**config.mk**
```make
export PLATFORM = sky130hd
export DESIGN_NAME = periodic_oneshot_timer_table
export DESIGN_NICKNAME = d
export VERILOG_FILES = /design/src/sv/pott_pkg.sv /design/src/sv/periodic_oneshot_timer_table.sv
export SDC_FILE = /design/constraint.sdc
export NUM_CORES = 1
export LEC_CHECK = 0
export BUFFER_PORTS_ARGS = -buffer_cell sky130_fd_sc_hd__buf_2
export CORE_ASPECT_RATIO = 0.7
export CORE_MARGIN = 2
export CORE_UTILIZATION = 35
export CTS_CLUSTER_SIZE = 30
export DETAILED_ROUTE_END_ITERATION = 10
export PLACE_DENSITY_LB_ADDON = 0.15
export SLEW_MARGIN = 20
export SYNTH_ARGS = -nofsm -noshare
export SYNTH_HDL_FRONTEND = slang
export SYNTH_SLANG_ARGS = --single-unit
export TNS_END_PERCENT = 100
```
**constraint.sdc**
```tcl
create_clock -name clk -period 5.2 [get_ports clk]
set_input_delay 1.04 -clock clk [delete_from_list [all_inputs] [get_ports clk]]
set_output_delay 1.04 -clock clk [all_outputs]
set_load 0.01 [all_outputs]
```
**src/sv/pott_pkg.sv**
```systemverilog
`timescale 1ns / 1ps
// ----------------------------------------------------------------------------
// pott_pkg
// Shared types and constants of the periodic and one-shot timer table.
// ----------------------------------------------------------------------------
package pott_pkg;

  localparam int SLOTS = 16;
  localparam int IDX_W = (SLOTS > 1) ? $clog2(SLOTS) : 1;

  typedef enum logic [1:0] {
    OP_TICK    = 2'd0,
    OP_ADD_PER = 2'd1,
    OP_ADD_ONE = 2'd2,
    OP_REMOVE  = 2'd3
  } op_t;

  typedef enum logic [1:0] {
    KIND_ADD  = 2'd0,
    KIND_REM  = 2'd1,
    KIND_FIRE = 2'd2,
    KIND_DONE = 2'd3
  } kind_t;

  typedef enum logic [1:0] {
    ST_IDLE,
    ST_READ,
    ST_PROC,
    ST_DONE
  } state_t;

  // One slot as stored in the slot memory.
  typedef struct packed {
    logic [15:0] interval;
    logic [15:0] countdown;
    logic [15:0] id;
  } slot_entry_t;

endpackage

```
**src/sv/periodic_oneshot_timer_table.sv**
```systemverilog
`timescale 1ns / 1ps
// ----------------------------------------------------------------------------
// periodic_oneshot_timer_table
// Table of timer slots with periodic and one-shot tasks, scanned per tick.
// ----------------------------------------------------------------------------
// Usage. The input channel (in_valid/in_ready) carries one word per
// operation: a tick, an add of a periodic or one-shot task, or a remove of a
// periodic task by id. The output channel (out_valid/out_ready) returns the
// result words: one answer for an add or a remove, and for a tick one word
// per fired task followed by a done marker that carries last.
// An add is answered from the idle state: its answer is registered on the
// accepting edge. A remove or a tick walks the slots one at a time through
// the slot memory, whose read is registered. A slot that takes part is read
// and, on a tick, then modified and written back; a slot that does not is
// skipped. A tick makes two passes (periodic slots, then one-shot slots); a
// remove looks at periodic slots only and ends at the first matching id.
// The next word is taken once the operation has finished and the output
// register is free.
// Reset clears the occupancy flags, the slot kinds and the id counter; the
// slot memory itself is not cleared, since a slot is read only once an add
// has written it. When the receiver stalls, the scan holds on the slot whose
// result waits, and the pending result stays in the output register.
// ----------------------------------------------------------------------------
module periodic_oneshot_timer_table (
  input  logic        clk,
  input  logic        rst,
  input  logic        in_valid,
  output logic        in_ready,
  input  logic [1:0]  operation,
  input  logic [15:0] interval,
  input  logic [15:0] task_id,
  output logic        out_valid,
  input  logic        out_ready,
  output logic [1:0]  kind,
  output logic [15:0] task_id_res,
  output logic        ok,
  output logic        last
);

  localparam logic [pott_pkg::IDX_W-1:0] LAST_IDX = pott_pkg::IDX_W'(pott_pkg::SLOTS - 1);

  // Occupancy and kind of every slot live in flip-flops so that the lowest
  // free slot is found at once and reset clears them.
  logic [pott_pkg::SLOTS-1:0] slot_valid;
  logic [pott_pkg::SLOTS-1:0] slot_periodic;
  logic [15:0]                next_id;

  // Slot memory: interval, countdown and id of each slot.
  pott_pkg::slot_entry_t slot_mem [pott_pkg::SLOTS];
  pott_pkg::slot_entry_t rd_entry;

  pott_pkg::state_t state, state_next;

  logic [pott_pkg::IDX_W-1:0] idx;       // slot under scan
  logic                       pass;      // 0: periodic pass, 1: one-shot pass
  logic                       cur_remove; // scan serves a remove, else a tick
  logic [15:0]                tid_q;

  logic                       out_free;
  logic                       accept;
  pott_pkg::op_t              op_in;
  logic                       is_add;
  logic                       any_free;
  logic [pott_pkg::IDX_W-1:0] free_idx;
  logic                       add_ok;

  // Control produced by the sequencer outputs block.
  logic                       mem_re;
  logic                       mem_we;
  logic [pott_pkg::IDX_W-1:0] mem_waddr;
  pott_pkg::slot_entry_t      mem_wdata;
  logic                       emit;
  pott_pkg::kind_t            emit_kind;
  logic [15:0]                emit_id;
  logic                       emit_ok;
  logic                       emit_last;
  logic                       clr_slot;
  logic                       step;
  logic                       finish;
  logic                       relevant;
  logic                       fire;
  logic                       at_end;

  assign out_free = !out_valid || out_ready;
  assign in_ready = (state == pott_pkg::ST_IDLE) && out_free;
  assign accept   = in_valid && in_ready;
  assign op_in    = pott_pkg::op_t'(operation);
  assign is_add   = (op_in == pott_pkg::OP_ADD_PER) || (op_in == pott_pkg::OP_ADD_ONE);
  assign at_end   = (idx == LAST_IDX);

  // Lowest free slot.
  always_comb begin
    any_free = 1'b0;
    free_idx = '0;
    for (int i = pott_pkg::SLOTS - 1; i >= 0; i--) begin
      if (!slot_valid[i]) begin
        any_free = 1'b1;
        free_idx = pott_pkg::IDX_W'(i);
      end
    end
  end

  assign add_ok = any_free && (interval != 16'd0);

  // A slot takes part in the current pass when it is occupied and of the
  // kind that the pass serves; a remove only looks at periodic slots.
  assign relevant = slot_valid[idx] && (slot_periodic[idx] == !pass);
  assign fire     = (rd_entry.countdown <= 16'd1);

  // Sequencer outputs.
  always_comb begin
    mem_re    = 1'b0;
    mem_we    = 1'b0;
    mem_waddr = idx;
    mem_wdata = rd_entry;
    emit      = 1'b0;
    emit_kind = pott_pkg::KIND_ADD;
    emit_id   = 16'd0;
    emit_ok   = 1'b0;
    emit_last = 1'b0;
    clr_slot  = 1'b0;
    step      = 1'b0;
    finish    = 1'b0;
    case (state)
      pott_pkg::ST_IDLE: begin
        if (accept && is_add) begin
          emit      = 1'b1;
          emit_kind = pott_pkg::KIND_ADD;
          emit_id   = add_ok ? next_id : 16'd0;
          emit_ok   = add_ok;
          emit_last = 1'b1;
          mem_we    = add_ok;
          mem_waddr = free_idx;
          mem_wdata = '{interval: interval, countdown: interval, id: next_id};
        end
      end
      pott_pkg::ST_READ: begin
        mem_re = relevant;
        step   = !relevant;
      end
      pott_pkg::ST_PROC: begin
        if (cur_remove) begin
          if (rd_entry.id != tid_q) begin
            step = 1'b1;
          end else if (out_free) begin
            emit      = 1'b1;
            emit_kind = pott_pkg::KIND_REM;
            emit_id   = tid_q;
            emit_ok   = 1'b1;
            emit_last = 1'b1;
            clr_slot  = 1'b1;
            finish    = 1'b1;
          end
        end else if (!fire || out_free) begin
          mem_we              = 1'b1;
          mem_wdata.countdown = fire ? rd_entry.interval : (rd_entry.countdown - 16'd1);
          emit                = fire;
          emit_kind           = pott_pkg::KIND_FIRE;
          emit_id             = rd_entry.id;
          emit_ok             = 1'b1;
          clr_slot            = fire && pass;
          step                = 1'b1;
        end
      end
      pott_pkg::ST_DONE: begin
        if (out_free) begin
          emit      = 1'b1;
          emit_kind = cur_remove ? pott_pkg::KIND_REM : pott_pkg::KIND_DONE;
          emit_id   = cur_remove ? tid_q : 16'd0;
          emit_last = 1'b1;
          finish    = 1'b1;
        end
      end
      default: begin
      end
    endcase
  end

  // Sequencer next state.
  always_comb begin
    state_next = state;
    case (state)
      pott_pkg::ST_IDLE: begin
        if (accept && !is_add) begin
          state_next = pott_pkg::ST_READ;
        end
      end
      pott_pkg::ST_READ, pott_pkg::ST_PROC: begin
        if (finish) begin
          state_next = pott_pkg::ST_IDLE;
        end else if (mem_re) begin
          state_next = pott_pkg::ST_PROC;
        end else if (step) begin
          if (!at_end || (!cur_remove && !pass)) begin
            state_next = pott_pkg::ST_READ;
          end else begin
            state_next = pott_pkg::ST_DONE;
          end
        end
      end
      pott_pkg::ST_DONE: begin
        if (finish) begin
          state_next = pott_pkg::ST_IDLE;
        end
      end
      default: begin
        state_next = pott_pkg::ST_IDLE;
      end
    endcase
  end

  always_ff @(posedge clk) begin
    if (rst) begin
      state <= pott_pkg::ST_IDLE;
    end else begin
      state <= state_next;
    end
  end

  // Scan position and operation context.
  always_ff @(posedge clk) begin
    if (rst) begin
      idx        <= '0;
      pass       <= 1'b0;
      cur_remove <= 1'b0;
    end else if (accept && !is_add) begin
      idx        <= '0;
      pass       <= 1'b0;
      cur_remove <= (op_in == pott_pkg::OP_REMOVE);
    end else if (step) begin
      if (!at_end) begin
        idx <= idx + 1'b1;
      end else begin
        idx  <= '0;
        pass <= !cur_remove && !pass;
      end
    end
  end

  always_ff @(posedge clk) begin
    if (accept) begin
      tid_q <= task_id;
    end
  end

  // Slot flags and id counter.
  always_ff @(posedge clk) begin
    if (rst) begin
      slot_valid    <= '0;
      slot_periodic <= '0;
      next_id       <= 16'd0;
    end else begin
      if (accept && is_add && add_ok) begin
        slot_valid[free_idx]    <= 1'b1;
        slot_periodic[free_idx] <= (op_in == pott_pkg::OP_ADD_PER);
        next_id                 <= next_id + 16'd1;
      end
      if (clr_slot) begin
        slot_valid[idx] <= 1'b0;
      end
    end
  end

  // Slot memory with a registered read port. Reads and writes of the scan
  // never overlap on one entry: a slot is read, then, on a tick, written back
  // before the next slot is read.
  always_ff @(posedge clk) begin
    if (mem_we) begin
      slot_mem[mem_waddr] <= mem_wdata;
    end
    if (mem_re) begin
      rd_entry <= slot_mem[idx];
    end
  end

  // Output register.
  always_ff @(posedge clk) begin
    if (rst) begin
      out_valid <= 1'b0;
    end else if (emit) begin
      out_valid <= 1'b1;
    end else if (out_ready) begin
      out_valid <= 1'b0;
    end
  end

  always_ff @(posedge clk) begin
    if (emit) begin
      kind        <= emit_kind;
      task_id_res <= emit_id;
      ok          <= emit_ok;
      last        <= emit_last;
    end
  end

`ifndef NO_ASSERTIONS
  // A fire report is never the closing word of a tick.
  a_fire_not_last: assert property (@(posedge clk) disable iff (rst)
    (out_valid && (kind == pott_pkg::KIND_FIRE)) |-> !last)
    else $error("fire report marked last");

  // An accepted add with a nonzero interval and a free slot takes one slot.
  a_add_takes_slot: assert property (@(posedge clk) disable iff (rst)
    (accept && is_add && (interval != 16'd0) && !(&slot_valid)) |=>
    ($countones(slot_valid) == $past($countones(slot_valid)) + 1))
    else $error("add did not occupy exactly one slot");

  // The one-shot pass belongs only to a tick.
  a_pass_tick_only: assert property (@(posedge clk) disable iff (rst)
    (pass && (state != pott_pkg::ST_IDLE)) |-> !cur_remove)
    else $error("one-shot pass during a remove");

  // The scan writes the memory only while it processes a slot it has read.
  a_scan_write: assert property (@(posedge clk) disable iff (rst)
    (mem_we && (state != pott_pkg::ST_IDLE)) |-> (state == pott_pkg::ST_PROC))
    else $error("slot memory written outside the modify step");
`endif

endmodule
```
# == Yosys cells after proc, flatten, opt, wreduce, memory -nomap -nowiden ==
# Memories as Yosys holds them, arrays and structs flattened. A register that Yosys moved wholly into a read port is not among the register bits.
# Index checks and enable logic that the tools add are counted.
# word_totals
register_bits,93
ramBits,768
output_inout_bits,22
wordCells,169
memories,1
# op_classes
add_sub_neg,3
magnitude_cmp,5
eq_ne,12
muxes,103
bitwise,3
n_reduce_logical,29
# mem_list
memory,depth,word_bits,rd,rd_clocked_by_memory_dff,write_ports,line,source
slot_mem,16,48,1,1,1,periodic_oneshot_timer_table.sv:49,pott_pkg::slot_entry_t slot_mem [pott_pkg::SLOTS];
# ops
cell,n
$mux 16,16
$mux 4,19
$mux 48,1
$pmux 16 s3,1
$mux 1,42
$pmux 16 s2,1
$mux 2,10
$add 16x1->16 const B,1
$and 16x16->16,1
$bwmux 16,1
$le 16x1->1 const B,1
$ne 16x16->1,1
$not 16->16,1
$or 16x16->16,1
$reduce_bool 16->1,1
$sub 16x1->16 const B,1
$logic_and 1x1->1,11
$lt 4x5->1 const B,2
$bmux 1 s4,2
$demux 1 s4,2
$eq 2x2->1 const B,4
$ge 4x1->1 const B,2
$pmux 1 s2,4
$logic_not 1->1,7
other kinds (16),22

# == Longest topological paths before layout ==
# Gate-level depths: netlist (run 1).
# depth
ltp_word,25
mapped_depth,11

# == Worst setup path before layout (run 1) ==
# Ideal clock, no wire load.
# synth_path
path_type,input -> register
from,input operation[1]
to,"memory slot_mem[10][0] (netlist bit), enable pin"
setup_ns,0.454
arrival_ns,4.553
required_ns,4.746
slack_ns,0.193
stages,7
n_path_buf,1
cell_sequence,inv_1 ha_1 nor4b_2 clkbuf_1 a31o_2 nand3_1 nor2_1
# synth_via
elab_chain_cells,7
word_cells_on_any_way,10
# synth_rtl
element,line,source
"start, declared",periodic_oneshot_timer_table.sv:29,"input logic [1:0] operation,"
$eq 2x1->1 / $eq 2x2->1 (equally long branches),periodic_oneshot_timer_table.sv:88,assign is_add = (op_in == pott_pkg::OP_ADD_PER) || (op_in == pott_pkg::OP_ADD_ONE);
$logic_or 1x1->1 *,periodic_oneshot_timer_table.sv:88,
$logic_and 1x1->1 *,periodic_oneshot_timer_table.sv:126,if (accept && is_add) begin
$mux 1,periodic_oneshot_timer_table.sv:126,
$pmux 1 s2,periodic_oneshot_timer_table.sv:124,case (state)
$mux 1,periodic_oneshot_timer_table.sv:268,if (mem_we) begin
$mux 1 (not written as such),periodic_oneshot_timer_table.sv:269,slot_mem[mem_waddr] <= mem_wdata;
"end, declared",periodic_oneshot_timer_table.sv:49,
# Mark *: on every way between the ends. The rest lies on a longest branch, timed or not.

# == Final worst setup path (run 1) ==
# layout_path
from,register state[1]
to,"memory slot_mem[14][33] (netlist bit), enable pin"
# layout_via
elab_chain_cells,8
word_cells_on_any_way,11
# layout_rtl
element,line,source
"start, declared",periodic_oneshot_timer_table.sv:52,"pott_pkg::state_t state, state_next;"
"start signal, assigned",periodic_oneshot_timer_table.sv:214,state <= pott_pkg::ST_IDLE;
"start signal, assigned",periodic_oneshot_timer_table.sv:216,state <= state_next;
$logic_not 2->1,"periodic_oneshot_timer_table.sv:85, periodic_oneshot_timer_table.sv:124",
$logic_and 1x1->1,periodic_oneshot_timer_table.sv:85,assign in_ready = (state == pott_pkg::ST_IDLE) && out_free;
$logic_and 1x1->1,periodic_oneshot_timer_table.sv:86,assign accept = in_valid && in_ready;
$logic_and 1x1->1,periodic_oneshot_timer_table.sv:126,
$mux 1,periodic_oneshot_timer_table.sv:126,
$pmux 1 s2,periodic_oneshot_timer_table.sv:124,
$mux 1,periodic_oneshot_timer_table.sv:268,
$mux 1 (not written as such),periodic_oneshot_timer_table.sv:269,
# Several ways; a longest one is shown, not always the timed one.

==> impl_results.md, run 1 <==
- PortBufs: 59
- Max-slew headroom: 0.250
- Clock latency on the worst-skew pair: 690 ps
- Max Clk Rate: between 200 and 300 MHz
- Synth warn: 0
- Most frequent cells in the layout: edfxtp_1 (852), mux4_2 (244), nand2_1 (133)
- TritonCTS clock tree: yes
- Setup crit start kind: flop
- Nets@finish: just over 2000
- DP HPWL: approximately 55000 µm
- Hold Buf Count CTS: 0
- Hold path startpoint: slot_periodic[6]
- Critical path type: reg -> reg
- Setup Viol. Count Final: 0
- RSZ-0062 raised after global routing: no
- Placement Setup Slack: about 1100 ps
- Slowest CP cell: a31oi_2
- Worst reg2reg setup slack: between 1500 and 2000 ps
- Final worst path period share: 0.698
- Critical path endpoint category: flop
- Async S/R FF share, synth: 0
- Syn_nets: about 1900
- Req. time, crit path: between 5000 and 6000 ps
- Clock slew seen by the registers of the worst setup and hold paths: 60 ps
- Vias/cell: approximately 5.5
- Share of Yosys cell area claimed by the top area cell type: 0.704
- Setup TNS: 0 ps
- Synth Area in Adders: 0.00516
- Crit Reg-Reg Endpoint: slot_mem[14][33]
- Met3 wire length: 6730 µm
- Post-synth EDFFs: roughly 850
- Remaining antenna violation count: 0
- #FFs+latches synth: around 910
- Post-Synth XOR/XNOR Area: 0.00795
- Post-CTS Setup Bufs: 0
- Max cap viols: 0
- Sequential area share after synthesis: 0.735
- Crit path DAT: 4030 ps
- First-pass GRT wire length: ~140000 µm
- Ports: 60
- Post-CTS Resized: 0
- CTS Sinks: between 900 and 1000
- DRT iter0 DRCs: approximately 2200
- DR WL/cell: 27.2 µm
- DR vias: ~19000
- Synth area leaders: edfxtp_1 (70%), mux4_2 (15%), dfxtp_1 (3.1%)
- Mapped cell area: between 30000 and 40000 µm²
- Final min period: approximately 3600 ps
- Die area: between 100000 and 150000 µm²
- Largest family of logic cells by synthesized area: multiplexers
- Worst path buffer plus inverter count: 5
- Syn Area/Cell: about 19 µm²
- Min-Delay Path Depth: 2
- Peak VDD IR: 209 µV
- Share of cells above drive strength 1: 0.256
- Synth area leader: edfxtp_1
- Worst hold path class: reg -> reg
- R2r worst-path depth: 10
- Met2 wire length: between 40000 and 50000 µm
- Top Metal Used: met5
- Post-Syn Instances: roughly 1900
- RR Startpoint: state[1]
- Crit-path cells: inv_1, ha_1, buf_4, inv_1, nor4b_4, buf_4, mux2i_1, a31oi_2, nor2_4, buf_12
- Yosys cell types: 64
- Met1 Routed Length: around 44000 µm
- Worst clock skew: about 46 ps
- H-tree Lvls: 3
- Grt ovf: 0
- Post-synthesis mux area share: 0.157
- Placed instance count: 3254
- Final hold viol count: 0
- Post-route setup slack: about 1600 ps
- Die height: between 200 and 300 µm
- Rows: 98
- CP top delay family: buffers and inverters
- Worst Max-Slew Pin Slew: between 1000 and 1500 ps
- Hold EP: slot_periodic[6]
- Core ar.: 103000 µm²
- Fillers: about 9100
- CP peak stage delay: slightly above 900 ps
- Status: finished clean
- Initial Utilization: 0.355
- GRT Overall Usage: 0.176
- Final Non-Filler Cells: between 3000 and 4000
- Hold slack: ~480 ps
- Power Density: roughly 380 nW/µm²
- Vias in the first global route: between 15000 and 20000
- Area delta synth->final: 15.2%
- Die width: between 300 and 400 µm
- Commonest non-fill, non-tap cell in the layout: edfxtp_1
- GP Congestion: slightly above 0.8
- Synth Area in Compound Gates: 0.0363
- Leak pwr: around 0.013 µW
- DRC violations left: 0
- CP Launch Point: state[1]
- Clock root buffer: clkbuf_16
- Largest net degree at the start of global routing: approximately 120
- Router iterations before antenna repair: 7
- Max-slew violations: 0
- CP max FO: 21
- Main synth FF type: edfxtp_1
- Cts bufs inserted: 92
- Max clock buf depth: 3
- Antenna violations before repair: 2
- Wirelength, routed: a little over 90000 µm
- Post-synthesis simple-gate area fraction: 0.0444
[state kept, by name, summed over array words and instances (netlist names), 2 cells and up]
| signal | count |
|---|---|
| tid_q | 16 |
| slot_periodic | 16 |
| slot_valid | 16 |
| idx | 4 |
| slot_mem | 768 |
| rd_entry | 48 |
| task_id_res | 16 |
| next_id | 16 |
| state | 2 |
| kind | 2 |
[worst register-to-register path: stages (launching register included)]
cell and delay, ps:
dfxtp_1 330, inv_1 140, ha_1 200, buf_4 220, inv_1 190, nor4b_4 330
buf_4 320, mux2i_1 160, a31oi_2 920, nor2_4 290, buf_12 280
[report_power, final]
part / total [µW] / leakage [µW] / internal (µW) / switching [µW]
logic: 772 / 0.00329 / 280 / 492
clock network: 6830 / 0.00150 / 4050 / 2780
registers: 8160 / 0.00817 / 8130 / 38.6
total: 15800 / 0.0130 / 12500 / 3310
[routing by layer]
layer / up-vias / track usage
met2: 693 / 0.254
met1: 10100 / 0.270
met5: - / 0
met4: 2 / 0.0423
li1: 8007 / -
met3: 129 / 0.0390
[final cells by class]
cell class	instances	area [µm²]	area share
diodes	2	5.00	0.000119
inverters	33	126	0.00302
well taps	1350	1690	0.0403
flip-flops and latches	909	26700	0.638
clock buffers	113	2450	0.0586
repair buffers	117	956	0.0228
multi-input cells	845	9270	0.221
clock inverters	56	656	0.0156
[synth_stat cells, types with 7 or more instances]
| cell | number |
|---|---|
| buf_2 | 16 |
| nand3_1 | 33 |
| a31oi_1 | 8 |
| nand4_1 | 18 |
| ha_1 | 15 |
| mux2i_1 | 10 |
| a221oi_1 | 8 |
| dfxtp_1 | 57 |
| nor4_1 | 12 |
| and2_1 | 10 |
| o211ai_1 | 11 |
| nand2_1 | 133 |
| a222oi_1 | 16 |
| a211oi_1 | 10 |
| xor2_1 | 7 |
| edfxtp_1 | 852 |
| a21oi_1 | 49 |
| nand2b_1 | 10 |
| mux4_2 | 244 |
| inv_1 | 31 |
| nor3_1 | 16 |
| clkbuf_1 | 64 |
| and3_1 | 12 |
| o21ai_0 | 43 |
| nor2_1 | 78 |
| buf_1 | 15 |
| xnor2_1 | 26 |
[cells by family (layout without fill, tap and decap cells)]
group | count (synthesis) | in the layout
other cells | 0 | 2
fa+ha+maj | 15 | 15
compound gates | 194 | 194
mux | 258 | 258
simple gates | 345 | 345
xor+xnor | 33 | 33
flops | 909 | 909
buf+inv | 130 | 319
[how the worst max path moves through the flow]
stage	to	slack, ps	depth (start not counted)
final	slot_mem[14][33]	1570	10
after global routing	slot_mem[14][33]	1330	10
after CTS	slot_mem[14][33]	1580	10
after detailed placement	slot_mem[14][37]	1070	9
after global placement	slot_mem[14][37]	1090	9
after floorplan	slot_mem[10][0]	190	7
[stage by stage]
step / utilization / instance area (µm²) / total power (µW)
floorplan: - / 36400 / 8790
global placement: 0.378 / 38800 / 9080
detailed placement: 0.378 / 38800 / 9100
CTS: 0.409 / 41900 / 16000
global route: 0.409 / 41900 / 16300
finish: 0.409 / 41900 / 15800
(Power assumes the default switching activity.)
==> inputs of run 2 (changes only) <==
- ABC_AREA: not set -> 1
- clock period: 5.2 -> 3.5 ns (I/O delays scaled with it)
==> impl_results.md, run 2 <==
- Final min period: roughly 3200 ps
- Yosys cell types: 43
- Sequential area share after synthesis: 0.719
- Crit path DAT: 3530 ps
- Critical path type: reg -> reg
- TritonCTS clock tree: yes
- Switching Share: 0.324
- Crit-path cells: inv_1, ha_1, inv_2, nor2_4, nand2_2, nor2_4, inv_2, or2_4, o21ai_1, inv_1, nand3_1, nor2_4, buf_4
- CTS Sinks: 909
- Most frequent cells in the layout: edfxtp_1 (852), nor2_1 (469), o21ai_0 (449)
- Top Metal Used: met5
- Most Frequent Cell on Critical Path: nor2_4
- Internal: between 20000 and 25000 µW
- Largest reg by FF count: slot_mem
- Nets@finish: around 3300
- Post-Syn Instances: 3155
- Share of Yosys cell area claimed by the top area cell type: 0.688
- Power Density: between 700 and 800 nW/µm²
- Setup TNS: 0 ps
- Die area: 109000 µm²
- Worst clock skew: about 37 ps
- Switching power: 9890 µW
- Area delta synth->final: 14.9%
- Fin area: roughly 43000 µm²
- Grt ovf: 0
- First-pass GRT wire length: 164000 µm
- Worst Max-Slew Pin Slew: between 800 and 900 ps
- Req. time, crit path: ~3800 ps
- Antenna violations before repair: 3
- Leak pwr: between 0.01 and 0.015 µW
- Biggest regs: slot_mem (768), rd_entry (48)
- Max cap viols: 0
- #FFs+latches synth: approximately 900
- Synth warn: 0
- Post-CTS Setup Bufs: 0
- RSZ-0062 raised after global routing: no
- Main synth FF type: edfxtp_1
- Post-synth EDFFs: ~850
- Max-slew violations: 0
- Core ar.: 105000 µm²
- Setup Viol. Count Final: 0
- Max reg flops: 768
- Post-CTS Resized: 0
- Area post-placement: 40000 µm²
- Clock slew seen by the registers of the worst setup and hold paths: roughly 70 ps
- Die width: about 400 µm
- H-tree Lvls: 3
- Status: finished clean
- Async S/R FF share, synth: 0
- Critical path endpoint category: flop
- Rows: a little under 100
- Vias/cell: about 5.4
- CP max FO: 21
- Initial Utilization: 0.355
- Hold slack: between 150 and 200 ps
- Max Clk Rate: roughly 310 MHz
- Cts bufs inserted: 88
- Remaining antenna violation count: 0
- DRC violations left: 0
- Final worst path period share: 0.921
- Setup crit start kind: flop
- Clock root buffer: clkbuf_16
- Mapped cell area: ~37000 µm²
- Power after layout: 30500 µW
- Clk network pwr share: 0.304
- DR vias: 25500
- Most numerous cell in the Yosys netlist: edfxtp_1
- Synth area leaders: edfxtp_1 (69%), o21ai_0 (6.0%), nor2_1 (4.9%)
- DRT iter0 DRCs: roughly 2700
- DR WL/cell: 23.6 µm
- Router iterations before antenna repair: 6
- Ports: 60
- Vias in the first global route: about 24000
- Fin util: 0.407
- Worst hold path class: in -> reg
- Synth area leader: edfxtp_1
- Max-slew headroom: 0.404
- Met2 wire length: approximately 48000 µm
- GRT Overall Usage: 0.201
- Die height: ~280 µm
- Clock latency on the worst-skew pair: approximately 700 ps
- Peak VDD IR: 407 µV
- DP HPWL: between 60000 and 70000 µm
- PortBufs: 59
- Max clock buf depth: 3
- Largest net degree at the start of global routing: ~150
- CP top delay family: buffers and inverters
- CP peak stage delay: ~420 ps
- Commonest non-fill, non-tap cell in the layout: edfxtp_1
- Met3 wire length: approximately 8800 µm
- GP Congestion: around 0.88
- Sequential share of power: 0.451
- Syn_nets: around 3200
- Synth top cells by count: edfxtp_1 (852), nor2_1 (489), o21ai_0 (449)
- Share of cells above drive strength 1: 0.107
- Slowest CP cell: dfxtp_1
- Met1 Routed Length: 52700 µm
- Worst path buffer plus inverter count: 5
- Syn Area/Cell: approximately 12 µm²
- Final hold viol count: 0
- Hold Buf Count CTS: 0
- Wirelength, routed: around 110000 µm
- Combinational fraction of design power: 0.246
-- run 2: cell count changes after synthesis, sizes merged, moves of 11 or more --
cell	previous run	this run
nor2	78	497
o21ai	45	463
nand2	133	445
mux4	248	0
o22ai	3	193
inv	31	127
clkbuf	64	154
nand4	18	66
nand3	33	80
xnor2	26	8
a222oi	16	0
a21oi	49	61
a31oi	8	20
and3	12	1
-- run 2: kinds of logic (layout without fill, tap and decap cells) --
group | after synthesis | after routing | share of synthesized area
other cells | 0 | 2 | 0
buf+inv | 318 | 473 | 0.0335
compound gates | 766 | 766 | 0.113
fa+ha+maj | 15 | 15 | 0.00505
flops | 909 | 909 | 0.719
simple gates | 1125 | 1125 | 0.125
xor+xnor | 22 | 22 | 0.00518
-- run 2: cell type report --
type	instances	area (µm²)
fill	9969	62100
sequential	909	26700
multi-input combinational	1928	9360
clock buffer	112	2330
tap	1414	1770
timing repair buffer	183	1610
inverter	130	500
clock inverter	48	378
antenna	2	5.00
-- run 2: final timing paths --
path                            slack [ps]           endpoint              start  cells past startpoint
worst min register to register         440  slot_periodic[10]  slot_periodic[10]                      2
worst max register to register         280     slot_mem[8][0]           state[0]                     13
worst max-delay path                   280     slot_mem[8][0]           state[0]                     13
worst min-delay path                   200           tid_q[5]         task_id[5]                      1
-- run 2: stage by stage --
step	std cells	worst slack, ps
finish	4726	276
global route	4724	146
CTS	4724	287
detailed placement	4564	124
global placement	4564	145
floorplan	3155	-171
-- run 2: power groups by stage --
stage	sequential, µW	clock [µW]	combinational, µW
after floorplan	13900	0	4280
after global placement	14000	0	7400
after detailed placement	14000	0	7500
after CTS	13700	9430	7520
after global routing	13800	9880	8220
final	13800	9260	7500
-- run 2: per-layer routing --
metal / up-vias / track usage
met3: 125 / 0.0377
met2: 1017 / 0.292
met5: - / 0
met4: 2 / 0.0448
li1: 11600 / -
met1: 12700 / 0.309
